[config.mk]
export PLATFORM = sky130hd
export DESIGN_NAME = swr_bar_meter_with_band_toggle_top
export DESIGN_NICKNAME = d
export VERILOG_FILES = /design/src/rtl/core/swrbm_pkg.sv /design/src/rtl/core/swr_bar_meter_with_band_toggle_top.sv /design/src/rtl/core/swrbm_level.sv /design/src/rtl/core/swrbm_ctrl.sv
export SDC_FILE = /design/constraint.sdc
export NUM_CORES = 1
export LEC_CHECK = 0
export BUFFER_PORTS_ARGS = -buffer_cell sky130_fd_sc_hd__buf_2
export CAP_MARGIN = 5
export CORE_UTILIZATION = 60
export DETAILED_ROUTE_END_ITERATION = 12
export HOLD_SLACK_MARGIN = 0.06
export PLACE_DENSITY = 0.87
export SLEW_MARGIN = 40
export SYNTH_ARGS = -nofsm -noshare
export SYNTH_HDL_FRONTEND = slang
export SYNTH_SLANG_ARGS = --single-unit
[constraint.sdc]
create_clock -name i_clk -period 15.1 [get_ports i_clk]
set_input_delay 0 -clock i_clk [delete_from_list [all_inputs] [get_ports i_clk]]
set_output_delay 0 -clock i_clk [all_outputs]
set_load 0.03 [all_outputs]
[src/rtl/core/swrbm_pkg.sv]
// Package for the SWR bar meter with band toggle.
// Holds the transfer payload types, band codes, register indexes and limit constants.
// No dependencies.
package swrbm_pkg;

    localparam int unsigned NUM_LIMITS  = 7;
    localparam int unsigned LIMIT_W     = 8;
    localparam int unsigned LIMITS_W    = NUM_LIMITS * LIMIT_W;
    localparam int unsigned LED_W       = NUM_LIMITS + 1;
    localparam int unsigned SAMPLE_W    = 8;

    localparam logic [LIMITS_W-1:0] LIMIT_RESET   = 56'h64_321E_140F_0D0C;
    localparam logic [11:0]         EQUAL_SCALED  = 12'd2550;
    localparam logic [3:0]          SWR_SCALE     = 4'd10;

    typedef enum logic [1:0] {
        BAND_OFF = 2'd0,
        BAND_2M  = 2'd1,
        BAND_80M = 2'd2
    } t_band;

    typedef enum logic {
        CFG_LIMITS_2M  = 1'b0,
        CFG_LIMITS_80M = 1'b1
    } t_cfg_idx;

    typedef struct packed {
        logic                reload;
        logic                button_2m_down;
        logic                button_80m_down;
        logic                sample_valid;
        logic [SAMPLE_W-1:0] sample;
    } t_in_item;

    typedef struct packed {
        logic [1:0]       band;
        logic [LED_W-1:0] led_pattern;
        logic             want_reflected;
        logic             level_updated;
    } t_out_item;

endpackage

[src/rtl/core/swr_bar_meter_with_band_toggle_top.sv]
// Top level of the SWR bar meter with band toggle.
// An accepted input is held in the input register; its result is offered from the output register.
// Throughput: one item per cycle while the output is not stalled; an input register feeds one
// combinational pass whose result lands in an output register, and both stages advance together.
// Reset (synchronous, active low) turns the carrier off, disarms both buttons,
// clears the LED bar and restores both limit registers to their defaults.
module swr_bar_meter_with_band_toggle_top (
    input  logic                           i_clk,
    input  logic                           i_rst_n,
    input  logic                           i_in_valid,
    output logic                           o_in_ready,
    input  swrbm_pkg::t_in_item            i_in_item,
    output logic                           o_out_valid,
    input  logic                           i_out_ready,
    output swrbm_pkg::t_out_item           o_out_item,
    input  logic                           i_cfg_we,
    input  logic                           i_cfg_idx,
    input  logic [swrbm_pkg::LIMITS_W-1:0] i_cfg_data
);
    import swrbm_pkg::*;

    logic [LIMITS_W-1:0] r_limits_2m;
    logic [LIMITS_W-1:0] r_limits_80m;
    logic                r_in_vld;
    t_in_item            r_in_item;
    logic                r_out_vld;
    t_out_item           r_out_item;
    logic                step;
    t_out_item           res;

    assign step        = r_in_vld && (!r_out_vld || i_out_ready);
    assign o_in_ready  = !r_in_vld || step;
    assign o_out_valid = r_out_vld;
    assign o_out_item  = r_out_item;

    swrbm_ctrl u_ctrl (
        .i_clk        (i_clk),
        .i_rst_n      (i_rst_n),
        .i_step       (step),
        .i_item       (r_in_item),
        .i_limits_2m  (r_limits_2m),
        .i_limits_80m (r_limits_80m),
        .o_res        (res)
    );

    always_ff @(posedge i_clk) begin
        if (!i_rst_n) begin
            r_limits_2m  <= LIMIT_RESET;
            r_limits_80m <= LIMIT_RESET;
        end else if (i_cfg_we) begin
            unique case (t_cfg_idx'(i_cfg_idx))
                CFG_LIMITS_2M:  r_limits_2m  <= i_cfg_data;
                CFG_LIMITS_80M: r_limits_80m <= i_cfg_data;
                default: ;
            endcase
        end
    end

    always_ff @(posedge i_clk) begin
        if (!i_rst_n) begin
            r_in_vld  <= 1'b0;
            r_out_vld <= 1'b0;
        end else begin
            if (o_in_ready) begin
                r_in_vld <= i_in_valid;
            end
            if (step) begin
                r_out_vld <= 1'b1;
            end else if (i_out_ready) begin
                r_out_vld <= 1'b0;
            end
        end
    end

    always_ff @(posedge i_clk) begin
        if (o_in_ready && i_in_valid) begin
            r_in_item <= i_in_item;
        end
        if (step) begin
            r_out_item <= res;
        end
    end

endmodule

[src/rtl/core/swrbm_level.sv]
// SWR level comparator: compares ten times (f+r)/(f-r) against seven limits.
// Produces a one-hot LED bar byte. Depends on swrbm_pkg.
module swrbm_level (
    input  logic [swrbm_pkg::SAMPLE_W-1:0] i_fwd,
    input  logic [swrbm_pkg::SAMPLE_W-1:0] i_refl,
    input  logic [swrbm_pkg::LIMITS_W-1:0] i_limits,
    output logic [swrbm_pkg::LED_W-1:0]    o_bar
);
    import swrbm_pkg::*;

    logic [SAMPLE_W:0]   sum;
    logic [SAMPLE_W-1:0] diff;
    logic [12:0]         scaled;
    logic                f_eq_r;
    logic                f_lt_r;
    logic [15:0]         prod [NUM_LIMITS];
    logic [NUM_LIMITS-1:0] below;

    always_comb begin
        sum    = {1'b0, i_fwd} + {1'b0, i_refl};
        diff   = i_fwd - i_refl;
        scaled = {4'b0, sum} * {9'b0, SWR_SCALE};
        f_eq_r = (i_fwd == i_refl);
        f_lt_r = (i_fwd < i_refl);
        for (int i = 0; i < NUM_LIMITS; i++) begin
            prod[i] = {8'b0, i_limits[i*LIMIT_W +: LIMIT_W]} * {8'b0, diff};
            if (f_eq_r) begin
                below[i] = EQUAL_SCALED < {4'b0, i_limits[i*LIMIT_W +: LIMIT_W]};
            end else if (f_lt_r) begin
                below[i] = 1'b1;
            end else begin
                below[i] = {3'b0, scaled} < prod[i];
            end
        end
        o_bar = {1'b1, {(LED_W-1){1'b0}}};
        for (int i = NUM_LIMITS - 1; i >= 0; i--) begin
            if (below[i]) begin
                o_bar = LED_W'(1) << i;
            end
        end
    end

endmodule

[src/rtl/core/swrbm_ctrl.sv]
// Band, button re-arm and sample pairing state for the SWR bar meter.
// Computes one result per step. Depends on swrbm_pkg and swrbm_level.
module swrbm_ctrl (
    input  logic                           i_clk,
    input  logic                           i_rst_n,
    input  logic                           i_step,
    input  swrbm_pkg::t_in_item            i_item,
    input  logic [swrbm_pkg::LIMITS_W-1:0] i_limits_2m,
    input  logic [swrbm_pkg::LIMITS_W-1:0] i_limits_80m,
    output swrbm_pkg::t_out_item           o_res
);
    import swrbm_pkg::*;

    t_band                r_band,     n_band;
    logic                 r_armed_2m, n_armed_2m;
    logic                 r_armed_80m, n_armed_80m;
    logic                 r_pair,     n_pair;
    logic [LED_W-1:0]     r_bar,      n_bar;
    logic [SAMPLE_W-1:0]  r_fwd,      n_fwd;
    logic                 updated;
    logic [LIMITS_W-1:0]  limits_sel;
    logic [LED_W-1:0]     level_bar;

    swrbm_level u_level (
        .i_fwd    (r_fwd),
        .i_refl   (i_item.sample),
        .i_limits (limits_sel),
        .o_bar    (level_bar)
    );

    always_comb begin
        n_band      = r_band;
        n_armed_2m  = r_armed_2m;
        n_armed_80m = r_armed_80m;
        n_pair      = r_pair;
        n_bar       = r_bar;
        n_fwd       = r_fwd;
        updated     = 1'b0;

        if (i_item.reload) begin
            if (n_band != BAND_OFF) begin
                n_pair = 1'b0;
                n_bar  = '0;
            end
            n_band = BAND_OFF;
        end
        if (i_item.button_80m_down && n_band != BAND_80M && n_armed_80m) begin
            n_pair      = 1'b0;
            n_band      = BAND_80M;
            n_armed_80m = 1'b0;
        end
        if (i_item.button_2m_down && n_band != BAND_2M && n_armed_2m) begin
            n_pair     = 1'b0;
            n_band     = BAND_2M;
            n_armed_2m = 1'b0;
        end
        if (i_item.button_2m_down && n_band == BAND_2M && n_armed_2m) begin
            n_pair     = 1'b0;
            n_bar      = '0;
            n_band     = BAND_OFF;
            n_armed_2m = 1'b0;
        end
        if (i_item.button_80m_down && n_band == BAND_80M && n_armed_80m) begin
            n_pair      = 1'b0;
            n_bar       = '0;
            n_band      = BAND_OFF;
            n_armed_80m = 1'b0;
        end
        if (!i_item.button_2m_down) begin
            n_armed_2m = 1'b1;
        end
        if (!i_item.button_80m_down) begin
            n_armed_80m = 1'b1;
        end

        limits_sel = (n_band == BAND_2M) ? i_limits_2m : i_limits_80m;

        if ((n_band == BAND_2M || n_band == BAND_80M) && i_item.sample_valid) begin
            if (!n_pair) begin
                n_fwd  = i_item.sample;
                n_pair = 1'b1;
            end else begin
                n_bar   = level_bar;
                n_pair  = 1'b0;
                updated = 1'b1;
            end
        end

        o_res.band           = n_band;
        o_res.led_pattern    = n_bar;
        o_res.want_reflected = n_pair;
        o_res.level_updated  = updated;
    end

    always_ff @(posedge i_clk) begin
        if (!i_rst_n) begin
            r_band      <= BAND_OFF;
            r_armed_2m  <= 1'b0;
            r_armed_80m <= 1'b0;
            r_pair      <= 1'b0;
            r_bar       <= '0;
        end else if (i_step) begin
            r_band      <= n_band;
            r_armed_2m  <= n_armed_2m;
            r_armed_80m <= n_armed_80m;
            r_pair      <= n_pair;
            r_bar       <= n_bar;
        end
    end

    always_ff @(posedge i_clk) begin
        if (i_step) begin
            r_fwd <= n_fwd;
        end
    end

endmodule

==> impl_metrics.env <==
export IMPL_status="finished, final reports clean"
export IMPL_rsz0062_at_grt="no"
export IMPL_yosys_warnings=0
export IMPL_ys_flop_type="dfxtp_1"
export IMPL_num_io_pins=88
export IMPL_dieArea_um2=40100
export IMPL_start_util=0.609
export IMPL_relSlewSlack=0.411
export IMPL_critPathSlowestCell="buf_4"
export IMPL_grt_max_degree=73
export IMPL_worstPathMaxFanout=45
export IMPL_clk_pin_slew_ns=0.07
export IMPL_min_to="r_in_item[7]"
export IMPL_setup_viol=0
export IMPL_gp_routability_congestion=0.919
export IMPL_rr_endpoint="o_out_item[9]"
export IMPL_layout_commonest_cell="inv_1"
export IMPL_hold_path_depth=2
export IMPL_wire_per_inst_um=19.2
export IMPL_startpoint_type="flop"
export IMPL_whs_ns=0.234
export IMPL_path_common_cell="fa_1"
export IMPL_ir_drop_uv=129
export IMPL_synth_top_cell_area_share=0.216
export IMPL_synth_edf_count=32
export IMPL_synth_seq_cells=159
export IMPL_crit_type="reg -> reg"
export IMPL_fp_dieH_um=200
export IMPL_port_buffer_count=87
export IMPL_ant_nets=0
export IMPL_drtIter0Drc=1688
export IMPL_power_density_nw_per_um2=147
export IMPL_clock_path_buffers=2
export IMPL_place_hpwl_um=44800
export IMPL_critPathMaxStageDelay_ns=0.77
export IMPL_mostFrequentLayoutCells="inv_1 (413), nand2_1 (400), ha_1 (366), nor2_1 (288), fa_1 (255)"
export IMPL_drive_above_1_share=0.0760
export IMPL_grt_pass1_wl_um=109000
export IMPL_crit_path_end_kind="flop"
export IMPL_areaGrowthSynthToFinish_pct=10.2
export IMPL_finalHoldViolations=0
export IMPL_dp_slack_ns=6.33
export IMPL_synthArstFlopShare=0
export IMPL_period_share=0.596
export IMPL_core_rowCount=72
export IMPL_p_leak_nw=13.1
export IMPL_finalPower_mw=3.83
export IMPL_synth_distinct_cells=80
export IMPL_critPathRequiredTime_ns=15.33
export IMPL_cts_root_buf="clkbuf_16"
export IMPL_numCtsBuffers=17
export IMPL_cp_arrival_ns=9.24
export IMPL_grt_use_total=0.341
export IMPL_ff2ff_path_depth=31
export IMPL_setup_slack_ns=6.09
export IMPL_clock_sinks=159
export IMPL_yosysTopAreaCell="fa_1"
export IMPL_cp_top_family="adder cells"
export IMPL_synth_nets=3503
export IMPL_crit_buf_inv=4
export IMPL_fillers=2909
export IMPL_hp_class="in -> reg"
export IMPL_clk_latency_ns=0.49
export IMPL_slew_violations=0
export IMPL_clock_skew_ns=0.0210
export IMPL_fin_nets=3616
export IMPL_htree_levels=4
export IMPL_via_per_inst=6.04
export IMPL_finalWirelength_um=66100
export IMPL_core_um2=38700
export IMPL_cts_tree="yes"
export IMPL_seq_area_frac_synth=0.148
export IMPL_hp_start="i_in_item[7]"
export IMPL_rrSetupSlack_ns=6.09
export IMPL_grt_overflow=0
export IMPL_fin_crit_ns=9.01
export IMPL_drv_cap=0
export IMPL_synth_area_um2=23600
export IMPL_syn_inst=2807
export IMPL_tns_ns=0
export IMPL_avgSynthCellArea_um2=8.41
export IMPL_synthTopCellsByArea="fa_1 (22%), ha_1 (19%), dfxtp_1 (11%), inv_1 (6.6%), nand2_1 (6.4%)"
export IMPL_grt_pass1_vias=22200
export IMPL_tightest_slew_ns=0.858
export IMPL_drc=0
export IMPL_utilization=0.672
export IMPL_antenna_found_initial=1
export IMPL_die_w_um=200
export IMPL_fmax_mhz=111
export IMPL_vias=20900
export IMPL_dr_pass1_iters=5
export IMPL_r2r_start="r_in_item[11]"
[cell type report]
type | count | area [µm²] | area share
antenna | 1 | 2.50 | 0.0000962
clock buffer | 18 | 450 | 0.0173
clock inverter | 14 | 160 | 0.00615
inverter | 413 | 1550 | 0.0596
multi-input combinational | 2143 | 18300 | 0.705
sequential | 159 | 3500 | 0.135
tap | 518 | 648 | 0.0249
timing repair buffer | 186 | 1360 | 0.0524
[kinds of logic (layout without fill, tap and decap cells)]
group                    Yosys count  in the layout  synth area share
adder cells (fa/ha/maj)          622            622             0.411
XOR/XNOR                          93             93            0.0355
other                              0              1                 0
multiplexers                      71             71            0.0320
flip-flops                       159            159             0.148
AND/OR/NAND/NOR                  965            965             0.181
buffers and inverters            505            631            0.0820
AO/OA/AOI/OAI                    392            392             0.110
[flip-flops by register name, summed over array words and instances (netlist names)]
name / cells
u_ctrl.r_fwd: 8
u_ctrl.r_bar: 8
r_limits_80m: 56
o_out_item: 12
u_ctrl.r_pair: 1
u_ctrl.r_band: 2
r_in_item: 12
r_limits_2m: 56
u_ctrl.r_armed_2m: 1
o_out_valid: 1
r_in_vld: 1
u_ctrl.r_armed_80m: 1
[metal layers]
layer	wire, µm	part of all wire	track usage
met5	0	0	0
met4	5500	0.083	0.260
met1	23700	0.36	0.379
met2	31100	0.47	0.577
met3	5790	0.088	0.0652
[worst max path at each step]
stage                     from       endpoint  slack, ns  depth (start not counted)
2_1_floorplan  u_ctrl.r_fwd[0]  o_out_item[9]       7.35                         36
3_3_place_gp      r_in_item[2]  o_out_item[9]       6.57                         35
3_5_place_dp     r_in_item[11]  o_out_item[9]       6.33                         31
4_1_cts           r_in_item[2]  o_out_item[9]       6.18                         35
5_1_grt           r_in_item[2]  o_out_item[9]       5.51                         35
6_report         r_in_item[11]  o_out_item[9]       6.09                         31
[where the power goes]
part	leakage, nW	switching, mW	internal (mW)	total (mW)
clock network	0.292	0.223	0.245	0.469
logic	11.4	1.69	1.21	2.89
registers	1.35	0.0143	0.454	0.468
total	13.1	1.92	1.91	3.83
[cell usage after synthesis (3+ instances only)]
master / n
inv_1: 413
nand2_1: 401
ha_1: 367
nor2_1: 288
fa_1: 255
dfxtp_1: 127
a21oi_1: 86
clkbuf_1: 74
o21ai_0: 74
a21boi_0: 73
nand3_1: 65
nand2b_1: 54
xor2_1: 50
mux2i_1: 47
nor2b_1: 45
xnor2_1: 40
a21o_1: 37
and2_1: 35
edfxtp_1: 32
o21a_1: 23
mux2_2: 22
nor3_1: 20
o21bai_1: 16
a211oi_1: 15
a31oi_1: 11
or2_2: 10
buf_1: 9
nand4_1: 9
and3_1: 8
o211ai_1: 8
a2111oi_0: 4
a211o_1: 4
buf_2: 4
nand3b_1: 4
nor4_1: 4
o21ai_1: 4
o221ai_1: 4
o22ai_1: 4
or4_1: 4
nor3b_1: 3
o2111ai_1: 3
or3_1: 3
xnor2_2: 3
[worst register-to-register path, delay by kind of cell, from the launching register on]
kind / cells / cell delay, ns
xor gates and xnor gates: 1 / 0.14
AOI/OAI and AO/OA: 7 / 1.52
adders and majority gates: 7 / 3.10
muxes: 2 / 0.84
buffers and inverters: 4 / 0.96
and+or+nand+nor: 10 / 1.75
DFF: 1 / 0.44
[per-stage QoR]
stage,cells,area [µm²]
2_1_floorplan,2807,23600
3_3_place_gp,3346,24600
3_5_place_dp,3346,24700
4_1_cts,3451,26000
5_1_grt,3451,26000
6_report,3452,26000
[repair_timing]
action / CTS / global route
setup buffers: 0 / 0
gates resized for setup: 0 / 0
hold buffers: 73 / 0
hold endpoints to repair: 126 / 0
Note: power is estimated with default switching activity, not from simulation.
